--- src/hdl/u2a_pkg.sv ---
// Shared types, constants and the digit glyph function for the radix-to-ASCII converter.
package u2a_pkg;

    localparam int VALUE_BITS_DEF = 64;
    localparam int MAX_DIGITS_DEF = 64;
    localparam int VALUE_W        = 64;
    localparam int RADIX_W        = 5;
    localparam int DIGIT_W        = 4;
    localparam int CHAR_W         = 7;
    localparam int COUNT_W        = 32;
    localparam int DIV_STEP       = 8;
    localparam int PADDR_W        = 3;
    localparam int PDATA_W        = 32;
    localparam int OUT_TDATA_W    = 40;

    localparam logic [RADIX_W-1:0] RADIX_RESET = 5'd10;
    localparam logic [RADIX_W-1:0] RADIX_MIN   = 5'd2;
    localparam logic [RADIX_W-1:0] RADIX_MAX   = 5'd16;
    localparam logic [PADDR_W-1:0] ADDR_RADIX  = 3'd0;

    typedef enum logic {
        F_IDLE,
        F_DIV
    } front_state_t;

    typedef enum logic {
        B_IDLE,
        B_LOAD
    } back_state_t;

    typedef struct packed {
        logic full;
        logic empty;
    } queue_status_t;

    function automatic logic [CHAR_W-1:0] glyph(input logic [DIGIT_W-1:0] d);
        logic [CHAR_W-1:0] d7;
        d7 = {{(CHAR_W-DIGIT_W){1'b0}}, d};
        if (d < 4'd10)
            return 7'd48 + d7;
        else
            return 7'd87 + d7;
    endfunction

endpackage

--- src/hdl/unsigned_radix_to_ascii.sv ---
// Top level of the unsigned radix-to-ASCII converter: config port, digit store, front and back.
// Throughput: each value is divided digit by digit in the front's shared 8-step restoring divider;
//   no new value is accepted until its last digit is stored and the descriptor queue is not full.
// Output: a queued number's characters leave one per cycle while the receiver is ready.
// The front and back overlap through a two-bank digit store and a two-entry descriptor queue.
// Reset: radix returns to 10, the character count to zero; the digit store is not cleared.
module unsigned_radix_to_ascii import u2a_pkg::*; #(
    parameter int VALUE_BITS = VALUE_BITS_DEF,
    parameter int MAX_DIGITS = MAX_DIGITS_DEF
) (
    input  logic                   clk,
    input  logic                   rst_n,
    // Configuration port
    input  logic                   psel,
    input  logic                   penable,
    input  logic                   pwrite,
    input  logic [PADDR_W-1:0]     paddr,
    input  logic [PDATA_W-1:0]     pwdata,
    output logic [PDATA_W-1:0]     prdata,
    output logic                   pready,
    // Input items
    input  logic                   s_tvalid,
    output logic                   s_tready,
    input  logic [VALUE_W-1:0]     s_tdata,   // [63:0] value
    // Result items
    output logic                   m_tvalid,
    input  logic                   m_tready,
    output logic [OUT_TDATA_W-1:0] m_tdata,   // [6:0] digit_char, [38:7] chars_so_far, [39] zero
    output logic                   m_tlast    // is_last
);

    localparam int POS_W = $clog2(MAX_DIGITS);
    // Two banks, one being filled and one being drained, each sized to the index width.
    localparam int STORE_DEPTH = 2 ** (POS_W + 1);

    logic [RADIX_W-1:0]   radix_reg, radix_next;
    logic                 cfg_write;

    logic                 ram_we;
    logic [POS_W:0]       ram_waddr;
    logic [DIGIT_W-1:0]   ram_wdata;
    logic                 ram_re;
    logic [POS_W:0]       ram_raddr;
    logic [DIGIT_W-1:0]   ram_rdata;

    queue_status_t        q_status;
    logic                 q_push;
    logic                 q_pop;
    logic [POS_W:0]       q_wdata;
    logic [POS_W:0]       q_rdata;

    logic [CHAR_W-1:0]    out_char;
    logic [COUNT_W-1:0]   out_count;

    // Configuration: one register, radix, at byte address zero. Writes elsewhere drop.
    assign pready    = 1'b1;
    assign cfg_write = psel && penable && pwrite && (paddr == ADDR_RADIX);

    always_comb
    begin
        radix_next = radix_reg;
        if (cfg_write)
            radix_next = pwdata[RADIX_W-1:0];
    end

    always_ff @(posedge clk or negedge rst_n)
    begin
        if (!rst_n)
        begin
            radix_reg <= RADIX_RESET;
        end
        else
        begin
            radix_reg <= radix_next;
        end
    end

    // Read back the radix; other addresses read as zero.
    assign prdata = (paddr == ADDR_RADIX) ? PDATA_W'(radix_reg) : '0;

    // Front: accept a value, divide it by the radix digit by digit into the store.
    u2a_front #(
        .VALUE_BITS (VALUE_BITS),
        .MAX_DIGITS (MAX_DIGITS)
    ) u_front (
        .clk       (clk),
        .rst_n     (rst_n),
        .s_tvalid  (s_tvalid),
        .s_tready  (s_tready),
        .s_value   (s_tdata),
        .radix     (radix_reg),
        .ram_we    (ram_we),
        .ram_waddr (ram_waddr),
        .ram_wdata (ram_wdata),
        .q_status  (q_status),
        .q_push    (q_push),
        .q_wdata   (q_wdata)
    );

    // Digit store, banked by the high address bit.
    u2a_ram #(
        .WIDTH (DIGIT_W),
        .DEPTH (STORE_DEPTH)
    ) u_store (
        .clk   (clk),
        .we    (ram_we),
        .waddr (ram_waddr),
        .wdata (ram_wdata),
        .re    (ram_re),
        .raddr (ram_raddr),
        .rdata (ram_rdata)
    );

    // Finished numbers wait here as {bank, index of most significant digit}.
    u2a_queue #(
        .WIDTH (POS_W + 1)
    ) u_queue (
        .clk    (clk),
        .rst_n  (rst_n),
        .push   (q_push),
        .wdata  (q_wdata),
        .pop    (q_pop),
        .rdata  (q_rdata),
        .status (q_status)
    );

    // Back: walk each stored number from its top digit down and emit characters.
    u2a_back #(
        .MAX_DIGITS (MAX_DIGITS)
    ) u_back (
        .clk       (clk),
        .rst_n     (rst_n),
        .q_status  (q_status),
        .q_rdata   (q_rdata),
        .q_pop     (q_pop),
        .ram_re    (ram_re),
        .ram_raddr (ram_raddr),
        .ram_rdata (ram_rdata),
        .m_tvalid  (m_tvalid),
        .m_tready  (m_tready),
        .m_char    (out_char),
        .m_last    (m_tlast),
        .m_count   (out_count)
    );

    assign m_tdata = {1'b0, out_count, out_char};

endmodule

--- src/hdl/u2a_ram.sv ---
// Generic single-write, single-read RAM with registered read data.
module u2a_ram #(
    parameter int WIDTH = 4,
    parameter int DEPTH = 128
) (
    input  logic                     clk,
    input  logic                     we,
    input  logic [$clog2(DEPTH)-1:0] waddr,
    input  logic [WIDTH-1:0]         wdata,
    input  logic                     re,
    input  logic [$clog2(DEPTH)-1:0] raddr,
    output logic [WIDTH-1:0]         rdata
);

    logic [WIDTH-1:0] mem_reg [DEPTH];
    logic [WIDTH-1:0] rdata_reg;

    always_ff @(posedge clk)
    begin
        if (we)
        begin
            mem_reg[waddr] <= wdata;
        end
        if (re)
        begin
            rdata_reg <= mem_reg[raddr];
        end
    end

    assign rdata = rdata_reg;

endmodule

--- src/hdl/u2a_queue.sv ---
// Two-entry descriptor queue between the digit generator and the character emitter.
module u2a_queue import u2a_pkg::*; #(
    parameter int WIDTH = 7
) (
    input  logic             clk,
    input  logic             rst_n,
    input  logic             push,
    input  logic [WIDTH-1:0] wdata,
    input  logic             pop,
    output logic [WIDTH-1:0] rdata,
    output queue_status_t    status
);

    logic [WIDTH-1:0] slot_reg [2];
    logic             wr_ptr_reg, wr_ptr_next;
    logic             rd_ptr_reg, rd_ptr_next;
    logic [1:0]       cnt_reg, cnt_next;

    always_comb
    begin
        wr_ptr_next = push ? ~wr_ptr_reg : wr_ptr_reg;
        rd_ptr_next = pop  ? ~rd_ptr_reg : rd_ptr_reg;
        cnt_next    = cnt_reg + {1'b0, push} - {1'b0, pop};
    end

    always_ff @(posedge clk or negedge rst_n)
    begin
        if (!rst_n)
        begin
            wr_ptr_reg <= 1'b0;
            rd_ptr_reg <= 1'b0;
            cnt_reg    <= 2'd0;
        end
        else
        begin
            wr_ptr_reg <= wr_ptr_next;
            rd_ptr_reg <= rd_ptr_next;
            cnt_reg    <= cnt_next;
        end
    end

    always_ff @(posedge clk)
    begin
        if (push)
        begin
            slot_reg[wr_ptr_reg] <= wdata;
        end
    end

    assign rdata        = slot_reg[rd_ptr_reg];
    assign status.full  = cnt_reg[1];
    assign status.empty = (cnt_reg == 2'd0);

endmodule

--- src/hdl/u2a_front.sv ---
// Front part: accept values and divide them into digits, least significant first.
module u2a_front import u2a_pkg::*; #(
    parameter int VALUE_BITS = VALUE_BITS_DEF,
    parameter int MAX_DIGITS = MAX_DIGITS_DEF
) (
    input  logic                              clk,
    input  logic                              rst_n,
    input  logic                              s_tvalid,
    output logic                              s_tready,
    input  logic [VALUE_W-1:0]                s_value,
    input  logic [RADIX_W-1:0]                radix,
    output logic                              ram_we,
    output logic [$clog2(MAX_DIGITS):0]       ram_waddr,
    output logic [DIGIT_W-1:0]                ram_wdata,
    input  queue_status_t                     q_status,
    output logic                              q_push,
    output logic [$clog2(MAX_DIGITS):0]       q_wdata
);

    localparam int POS_W   = $clog2(MAX_DIGITS);
    localparam int DIV_CYC = (VALUE_BITS + DIV_STEP - 1) / DIV_STEP;
    localparam int DIV_W   = DIV_CYC * DIV_STEP;
    localparam int CYC_W   = (DIV_CYC > 1) ? $clog2(DIV_CYC) : 1;

    front_state_t        state_reg, state_next;
    logic [DIV_W-1:0]    quo_reg, quo_next;
    logic [DIGIT_W-1:0]  rem_reg, rem_next;
    logic [CYC_W-1:0]    cyc_reg, cyc_next;
    logic [POS_W-1:0]    idx_reg, idx_next;
    logic [RADIX_W-1:0]  base_reg, base_next;
    logic                bank_reg, bank_next;

    logic                accept;
    logic                last_cyc;
    logic                done;
    logic [DIV_W-1:0]    step_quo;
    logic [DIGIT_W-1:0]  step_rem;
    logic [RADIX_W-1:0]  eff_radix;

    // Clamp the configured radix to 2..16.
    always_comb
    begin
        if (radix < RADIX_MIN)
            eff_radix = RADIX_MIN;
        else if (radix > RADIX_MAX)
            eff_radix = RADIX_MAX;
        else
            eff_radix = radix;
    end

    // Eight restoring-division steps per cycle on a narrow remainder.
    always_comb
    begin
        logic [RADIX_W-1:0] t;
        logic [DIGIT_W-1:0] r;
        logic [DIV_W-1:0]   q;
        r = rem_reg;
        q = quo_reg;
        for (int i = 0; i < DIV_STEP; i++)
        begin
            t = {r, q[DIV_W-1]};
            q = {q[DIV_W-2:0], 1'b0};
            if (t >= base_reg)
            begin
                t    = t - base_reg;
                q[0] = 1'b1;
            end
            r = t[DIGIT_W-1:0];
        end
        step_quo = q;
        step_rem = r;
    end

    assign s_tready = (state_reg == F_IDLE) && !q_status.full;
    assign accept   = s_tvalid && s_tready;
    assign last_cyc = (cyc_reg == CYC_W'(DIV_CYC - 1));
    assign done     = (step_quo == '0) || (idx_reg == POS_W'(MAX_DIGITS - 1));

    // Next state.
    always_comb
    begin
        state_next = state_reg;
        case (state_reg)
            F_IDLE:
            begin
                if (accept)
                    state_next = F_DIV;
            end
            F_DIV:
            begin
                if (last_cyc && done)
                    state_next = F_IDLE;
            end
            default:
            begin
                state_next = F_IDLE;
            end
        endcase
    end

    // Datapath and outputs.
    always_comb
    begin
        quo_next  = quo_reg;
        rem_next  = rem_reg;
        cyc_next  = cyc_reg;
        idx_next  = idx_reg;
        base_next = base_reg;
        bank_next = bank_reg;
        ram_we    = 1'b0;
        q_push    = 1'b0;
        case (state_reg)
            F_IDLE:
            begin
                if (accept)
                begin
                    quo_next  = DIV_W'(s_value[VALUE_BITS-1:0]);
                    rem_next  = '0;
                    cyc_next  = '0;
                    idx_next  = '0;
                    base_next = eff_radix;
                end
            end
            F_DIV:
            begin
                quo_next = step_quo;
                if (last_cyc)
                begin
                    ram_we   = 1'b1;
                    rem_next = '0;
                    cyc_next = '0;
                    if (done)
                    begin
                        q_push    = 1'b1;
                        bank_next = ~bank_reg;
                    end
                    else
                    begin
                        idx_next = idx_reg + 1'b1;
                    end
                end
                else
                begin
                    rem_next = step_rem;
                    cyc_next = cyc_reg + 1'b1;
                end
            end
            default:
            begin
            end
        endcase
    end

    assign ram_waddr = {bank_reg, idx_reg};
    assign ram_wdata = step_rem;
    assign q_wdata   = {bank_reg, idx_reg};

    always_ff @(posedge clk or negedge rst_n)
    begin
        if (!rst_n)
        begin
            state_reg <= F_IDLE;
            bank_reg  <= 1'b0;
        end
        else
        begin
            state_reg <= state_next;
            bank_reg  <= bank_next;
        end
    end

    always_ff @(posedge clk)
    begin
        quo_reg  <= quo_next;
        rem_reg  <= rem_next;
        cyc_reg  <= cyc_next;
        idx_reg  <= idx_next;
        base_reg <= base_next;
    end

endmodule

--- src/hdl/u2a_back.sv ---
// Back part: read stored digits most significant first and emit them as characters.
module u2a_back import u2a_pkg::*; #(
    parameter int MAX_DIGITS = MAX_DIGITS_DEF
) (
    input  logic                          clk,
    input  logic                          rst_n,
    input  queue_status_t                 q_status,
    input  logic [$clog2(MAX_DIGITS):0]   q_rdata,
    output logic                          q_pop,
    output logic                          ram_re,
    output logic [$clog2(MAX_DIGITS):0]   ram_raddr,
    input  logic [DIGIT_W-1:0]            ram_rdata,
    output logic                          m_tvalid,
    input  logic                          m_tready,
    output logic [CHAR_W-1:0]             m_char,
    output logic                          m_last,
    output logic [COUNT_W-1:0]            m_count
);

    localparam int POS_W = $clog2(MAX_DIGITS);

    back_state_t         state_reg, state_next;
    logic [POS_W-1:0]    pos_reg, pos_next;
    logic                bank_reg, bank_next;
    logic                valid_reg, valid_next;
    logic [CHAR_W-1:0]   char_reg, char_next;
    logic                last_reg, last_next;
    logic [COUNT_W-1:0]  count_reg, count_next;

    logic                slot_free;
    logic                load;

    assign slot_free = !valid_reg || m_tready;
    assign load      = (state_reg == B_LOAD) && slot_free;

    // Next state.
    always_comb
    begin
        state_next = state_reg;
        case (state_reg)
            B_IDLE:
            begin
                if (!q_status.empty)
                    state_next = B_LOAD;
            end
            B_LOAD:
            begin
                if (load && (pos_reg == '0))
                    state_next = B_IDLE;
            end
            default:
            begin
                state_next = B_IDLE;
            end
        endcase
    end

    // Datapath and outputs.
    always_comb
    begin
        pos_next   = pos_reg;
        bank_next  = bank_reg;
        valid_next = valid_reg;
        char_next  = char_reg;
        last_next  = last_reg;
        count_next = count_reg;
        ram_re     = 1'b0;
        ram_raddr  = {bank_reg, pos_reg - 1'b1};
        q_pop      = 1'b0;
        if (valid_reg && m_tready)
            valid_next = 1'b0;
        case (state_reg)
            B_IDLE:
            begin
                if (!q_status.empty)
                begin
                    ram_re    = 1'b1;
                    ram_raddr = q_rdata;
                    bank_next = q_rdata[POS_W];
                    pos_next  = q_rdata[POS_W-1:0];
                end
            end
            B_LOAD:
            begin
                if (load)
                begin
                    valid_next = 1'b1;
                    char_next  = glyph(ram_rdata);
                    last_next  = (pos_reg == '0);
                    count_next = count_reg + 1'b1;
                    if (pos_reg == '0)
                    begin
                        q_pop = 1'b1;
                    end
                    else
                    begin
                        // Fetch the next lower digit while this one goes out.
                        ram_re   = 1'b1;
                        pos_next = pos_reg - 1'b1;
                    end
                end
            end
            default:
            begin
            end
        endcase
    end

    always_ff @(posedge clk or negedge rst_n)
    begin
        if (!rst_n)
        begin
            state_reg <= B_IDLE;
            valid_reg <= 1'b0;
            count_reg <= '0;
        end
        else
        begin
            state_reg <= state_next;
            valid_reg <= valid_next;
            count_reg <= count_next;
        end
    end

    always_ff @(posedge clk)
    begin
        pos_reg  <= pos_next;
        bank_reg <= bank_next;
        char_reg <= char_next;
        last_reg <= last_next;
    end

    assign m_tvalid = valid_reg;
    assign m_char   = char_reg;
    assign m_last   = last_reg;
    assign m_count  = count_reg;

endmodule

--- config.mk ---
export PLATFORM = sky130hd
export DESIGN_NAME = unsigned_radix_to_ascii
export DESIGN_NICKNAME = d
export VERILOG_FILES = /design/src/hdl/u2a_pkg.sv /design/src/hdl/unsigned_radix_to_ascii.sv /design/src/hdl/u2a_ram.sv /design/src/hdl/u2a_queue.sv /design/src/hdl/u2a_front.sv /design/src/hdl/u2a_back.sv
export SDC_FILE = /design/constraint.sdc
export NUM_CORES = 1
export LEC_CHECK = 0
export BUFFER_PORTS_ARGS = -buffer_cell sky130_fd_sc_hd__buf_4
export CAP_MARGIN = 20
export CORE_UTILIZATION = 55
export CTS_CLUSTER_DIAMETER = 80
export DETAILED_ROUTE_END_ITERATION = 8
export PLACE_DENSITY = 0.76
export SLEW_MARGIN = 40
export SYNTH_ARGS = -nofsm -noshare
export SYNTH_HDL_FRONTEND = slang
export SYNTH_SLANG_ARGS = --single-unit
--- constraint.sdc ---
create_clock -name clk -period 16.8 [get_ports clk]
set_clock_uncertainty 0.2 [all_clocks]
set_input_delay 3.36 -clock clk [delete_from_list [all_inputs] [get_ports clk]]
set_output_delay 3.36 -clock clk [all_outputs]
set_load 0.01 [all_outputs]
==> flow_summary.toml, run 1 <==
[yosys]
synth_warnings = 0
ys_types = 71
synth_flop_cell = "edfxtp_1"
synth_edf_count = 627
synthAdderAreaFrac = 0.0257
ys_ff_latch = 672
synth_cells = 2237
synth.yosys.seq_area_share = 0.674
netlist_area_um2 = 29600
synth_compound_area_frac = 0.0630
async_flop_share = 0.0670
synth_top_family_by_area = "simple AND/OR/NAND/NOR gates"
synth.avg_cell_area_um2 = 13.2
synth_top_cell_area_share = 0.636
muxShareOfSynthArea = 0.0735
synth.area.top_cells = "edfxtp_1, nand2_1, dfrtp_1, mux2_2, mux2i_1"
synth_top_area_cell = "edfxtp_1"
yosys.area_share.xor_xnor = 0.0174
yosys.area_share.simple = 0.115

[grt]
grt_max_degree = 130
first_global_vias = 18514
grt_use_total = 0.262
antenna_found_initial = 0
overflow = 0
grt_pass1_wl_um = 107000

[cts]
clk_pin_slew_ns = 0.06
clockBufferDepth = 3
clock_latency_ns = 0.61
ctsResizeCount = 0
postCtsSetupBuffers = 0
cts_tree = "done"
postCtsHoldBufs = 0
cts_made_buffers = 69
cts_root_buf = "clkbuf_16"
cts_max_level = 3
cts_num_sinks = 672

[worst_setup_path]
start_kind = "flop"
timing.critical_path.mode_cell = "a21o_1"
slowest_stage = "edfxtp_1"
reg2reg_slack_ns = 1.86
endpoint_kind = "flop"
crit_fanout = 10
required_ns = 16.83
worstSetupPathType = "flop to flop"
arrival_ns = 14.97
cpPeakStageDelay_ns = 0.68

[detailed_routing]
drt_iter0_drc = 2244
routedWlPerCell_um = 23.0
vias = 18746
met1_length_um = 27000
dr.max_layer_used = "met4"
antenna_left = 0
first_pass_iters = 9
routed-wl-met2_um = 34300
wl_met3_um = 6650
finalWirelength_um = 71100
viasPerCell = 6.06
drc_errors = 3

[final_layout]
n_fill_cell = 3827
largest_reg_flops = 512
final_common_cell = "edfxtp_1"
multi_input_area_um2 = 8950
nets = 2519
layout_common_cells = "edfxtp_1, nand2_1, nor2_1"
drive_gt1_frac = 0.160
seq_area_um2 = 20000
area_growth_pct = 12.5
antenna_cells = 0

[die]
io_pins = 182
die_h_um = 234
dieArea_um2 = 54800
core_um2 = 52900
core.rowCount = 84
initial_core_util = 0.560
die_w_um = 234

[timing]
final_max_slew_viol_count = 0
fin_tns_setup_ns = 0
fmax_ghz = 0.0669
setup_violations = 0
rsz0062_at_grt = "false"
fin_crit_sh = 0.889
worstMarginPinSlew_ns = 0.889
hold_viol = 0
relSlewSlack = 0.405
post-route-min-period_ns = 14.94

[run_status]
status = "finished, violations left"
violations = "DRC"

[placement]
placement.io_buffers = 125
dp_hpwl_um = 44200
gp_congestion = 0.869

[run]
maxCapViolCount = 0

[hold_path]
min_path_type = "flop to flop"
## layer usage
layer,track usage,up-vias
met2,0.429,1005
met4,0.112,0
met5,0,-
li1,-,8430
met3,0.0558,212
met1,0.340,9099
## worst max-delay path, delay by kind of cell, from the launching register on
family                     cells  cell delay [ns]
adders and majority gates      8             2.39
buffers and inverters          5             0.88
and+or+nand+nor                3             0.99
DFF                            1             0.68
muxes                          5             2.11
AOI/OAI and AO/OA             29             7.31
## path summary, 6_finish.rpt
check / from / to / depth (start not counted)
max in group asynchronous: rst_n / u_front.state_reg / 1
worst min register to register: u_back.m_count[31] / u_back.m_count[31] / 1
worst max register to register: u_front.base_reg[1] / u_queue.slot_reg[0][4] / 50
min in group asynchronous: rst_n / u_queue.cnt_reg[0] / 1
worst min-delay path: u_back.m_count[31] / u_back.m_count[31] / 1
worst max-delay path: u_front.base_reg[1] / u_queue.slot_reg[0][4] / 50
## logic make-up after synthesis
logic type               Yosys count
AND/OR/NAND/NOR                  779
flip-flops                       672
XOR/XNOR                          59
adder cells (fa/ha/maj)           56
AO/OA/AOI/OAI                    309
multiplexers                     188
other                              2
buffers and inverters            172
## area by class of cell
cell class	count	area share
Tap cell	688	0.0258
Clock buffer	82	0.0546
Timing Repair Buffer	148	0.0363
Sequential cell	672	0.599
Inverter	45	0.00522
Multi-Input combinational cell	1421	0.269
Clock inverter	38	0.0104
## cell usage after synthesis (8+ instances only)
| cell type | n |
|---|---|
| o21ai_0 | 25 |
| a31oi_1 | 9 |
| nor4_1 | 45 |
| buf_4 | 43 |
| edfxtp_1 | 627 |
| nand4_1 | 16 |
| xnor2_1 | 41 |
| fa_1 | 8 |
| nand3_1 | 75 |
| clkbuf_1 | 47 |
| and2_1 | 12 |
| dfrtp_1 | 43 |
| xor2_1 | 18 |
| nand2_1 | 376 |
| ha_1 | 48 |
| nor2b_1 | 13 |
| buf_6 | 8 |
| inv_1 | 44 |
| mux4_2 | 13 |
| mux2_2 | 87 |
| mux2i_1 | 84 |
| o22ai_1 | 39 |
| a21oi_1 | 162 |
| buf_2 | 24 |
| a21o_1 | 25 |
| nand2b_1 | 12 |
| nor2_1 | 178 |
| nor3_1 | 16 |
## stage by stage
stage	instances	hold slack [ns]	cell area (um2)	utilization	setup WS, ns
4_1_cts	3093	0.285	33300	0.630	1.67
3_3_place_gp	2971	0.262	31000	0.587	2.10
3_5_place_dp	2973	0.273	31100	0.589	1.79
2_1_floorplan	2265	0.240	29700	-	1.59
5_1_grt	3094	0.313	33300	0.630	0.786
6_report	3094	0.290	33300	0.630	1.86
Power of run 1 is not shown: default switching activity piles up to over one toggle a cycle in this logic, so the estimate is an artifact.
==> run 2, diff against run 1 <==
SLEW_MARGIN = default   (was 40)
clock period = 13.6 ns   (was 16.8 ns; I/O delays follow)
==> run 2 against run 1 <==
  * The flow still finishes with violations (DRC)
  * Hold slack worse by 0.0024 ns
  * Count of clock-buffer cells in the layout is 3 higher
  * First-iteration DRC count is 1.6% lower
  * Sequential share of layout area is 0.063 points lower
  * Die area stayed put
  * Routed wire length hardly changed
  * Register-to-register slack worse by 0.90 ns
  * Setup slack worse by 0.90 ns
  * Via count is 0.77% higher
  * Flip-flop and latch count stayed put
  * Cell count is 0.42% higher
  * Critical path depth is 1 lower
  * Critical path type unchanged
  * Largest cell class unchanged
==> flow_summary.toml, run 2 (synthesized netlist as in run 1, its figures left out) <==
[run_status]
status = "finished, violations left"
violations = "DRC"

[timing]
fin_crit_sh = 0.930
worstMarginPinSlew_ns = 1.24
fmax_ghz = 0.0791
relSlewSlack = 0.170
hold_viol = 0
final_max_slew_viol_count = 0
rsz0062_at_grt = "false"
setup_violations = 0
post-route-min-period_ns = 12.65
fin_tns_setup_ns = 0

[worst_setup_path]
timing.critical_path.mode_cell = "a21o_1"
cpPeakStageDelay_ns = 0.60
worstReg2RegStart = "u_front.base_reg[0]"
required_ns = 13.68
critical_path.startpoint = "u_front.base_reg[0]"
endpoint_kind = "flop"
start_kind = "flop"
arrival_ns = 12.72
slowest_stage = "edfxtp_1"
worstSetupPathType = "flop to flop"
crit_fanout = 93

[grt]
grt_use_total = 0.261
first_global_vias = 18782
antenna_found_initial = 0
overflow = 0
grt_max_degree = 155
grt_pass1_wl_um = 107000

[die]
initial_core_util = 0.560
core.rowCount = 84
dieArea_um2 = 54800
io_pins = 182
die_h_um = 234
die_w_um = 234
core_um2 = 52900

[hold_path]
hold_path.startpoint = "u_queue.wr_ptr_reg"
min_path_type = "flop to flop"

[cts]
cts_made_buffers = 68
cts_max_level = 3
clock_latency_ns = 0.61
cts_num_sinks = 672
clockBufferDepth = 3
postCtsHoldBufs = 0
cts_root_buf = "clkbuf_16"
cts_tree = "done"
clk_pin_slew_ns = 0.06

[detailed_routing]
drc_errors = 4
antenna_left = 0
viasPerCell = 6.08
first_pass_iters = 9
routedWlPerCell_um = 22.9
vias = 18890
finalWirelength_um = 71100
drt_iter0_drc = 2209

[final_layout]
largest_reg_flops = 512
area_growth_pct = 12.6
drive_gt1_frac = 0.160
nets = 2528
final_common_cell = "edfxtp_1"
n_fill_cell = 3763
antenna_cells = 0
layout_common_cells = "edfxtp_1, nand2_1, nor2_1"

[placement]
placement.io_buffers = 125
dp_hpwl_um = 43500
gp_congestion = 0.890

[run]
maxCapViolCount = 0
==> run 2: cell count changes in the layout (fill, tap and decap cells not counted), moves of 3 or more <==
cell / delta
clkinv_1: +4
buf_4: +12
clkbuf_1: +3
clkinvlp_4: -3
==> run 2: critical path: cells and delay by family (launching register included) <==
family	cells	cell delay [ns]
buffers and inverters	4	0.60
AOI/OAI and AO/OA	29	5.78
adders and majority gates	8	2.49
DFF	1	0.60
and+or+nand+nor	3	0.72
muxes	5	1.82
==> run 2: stage by stage <==
stage / util / setup WS (ns) / instance area, um2 / instances / hold WS [ns]
global route: 0.631 / 0.173 / 33400 / 3107 / 0.299
floorplan: - / 0.00769 / 29700 / 2265 / 0.240
CTS: 0.630 / 0.554 / 33300 / 3104 / 0.289
global placement: 0.589 / 0.915 / 31100 / 2981 / 0.266
detailed placement: 0.589 / 0.640 / 31100 / 2981 / 0.276
finish: 0.631 / 0.955 / 33400 / 3107 / 0.287
==> run 2: repair_timing <==
action                     4_1_cts  5_1_grt
setup endpoints to repair        0      461
setup buffers                    0        2
gates resized for setup          0        2
==> run 2: path summary, 6_finish.rpt <==
check,to,slack (ns),depth (start not counted)
worst min-delay path,u_queue.wr_ptr_reg,0.29,1
worst min register to register,u_queue.wr_ptr_reg,0.29,1
worst max-delay path,u_store.mem_reg[66][0],0.95,49
max in group asynchronous,u_front.state_reg,10.85,1
worst max register to register,u_store.mem_reg[66][0],0.95,49
min in group asynchronous,u_back.m_tvalid,1.91,1
==> run 2: metal layers <==
| layer | track usage | share of wire | up-vias |
|---|---|---|---|
| met3 | 0.0495 | 0.090 | 187 |
| met1 | 0.344 | 0.39 | 9173 |
| met5 | 0 | 0 | - |
| li1 | - | - | 8448 |
| met4 | 0.112 | 0.041 | 0 |
| met2 | 0.425 | 0.48 | 1082 |
==> run 2: layout make-up <==
class	count	area (um2)	area share
clock buffers	85	1820	0.0545
clock inverters	38	362	0.0108
inverters	45	174	0.00521
multi-input cells	1422	8930	0.268
flip-flops and latches	672	20000	0.598
well taps	688	861	0.0258
repair buffers	157	1250	0.0376
Power of run 2 is left out for the same reason.
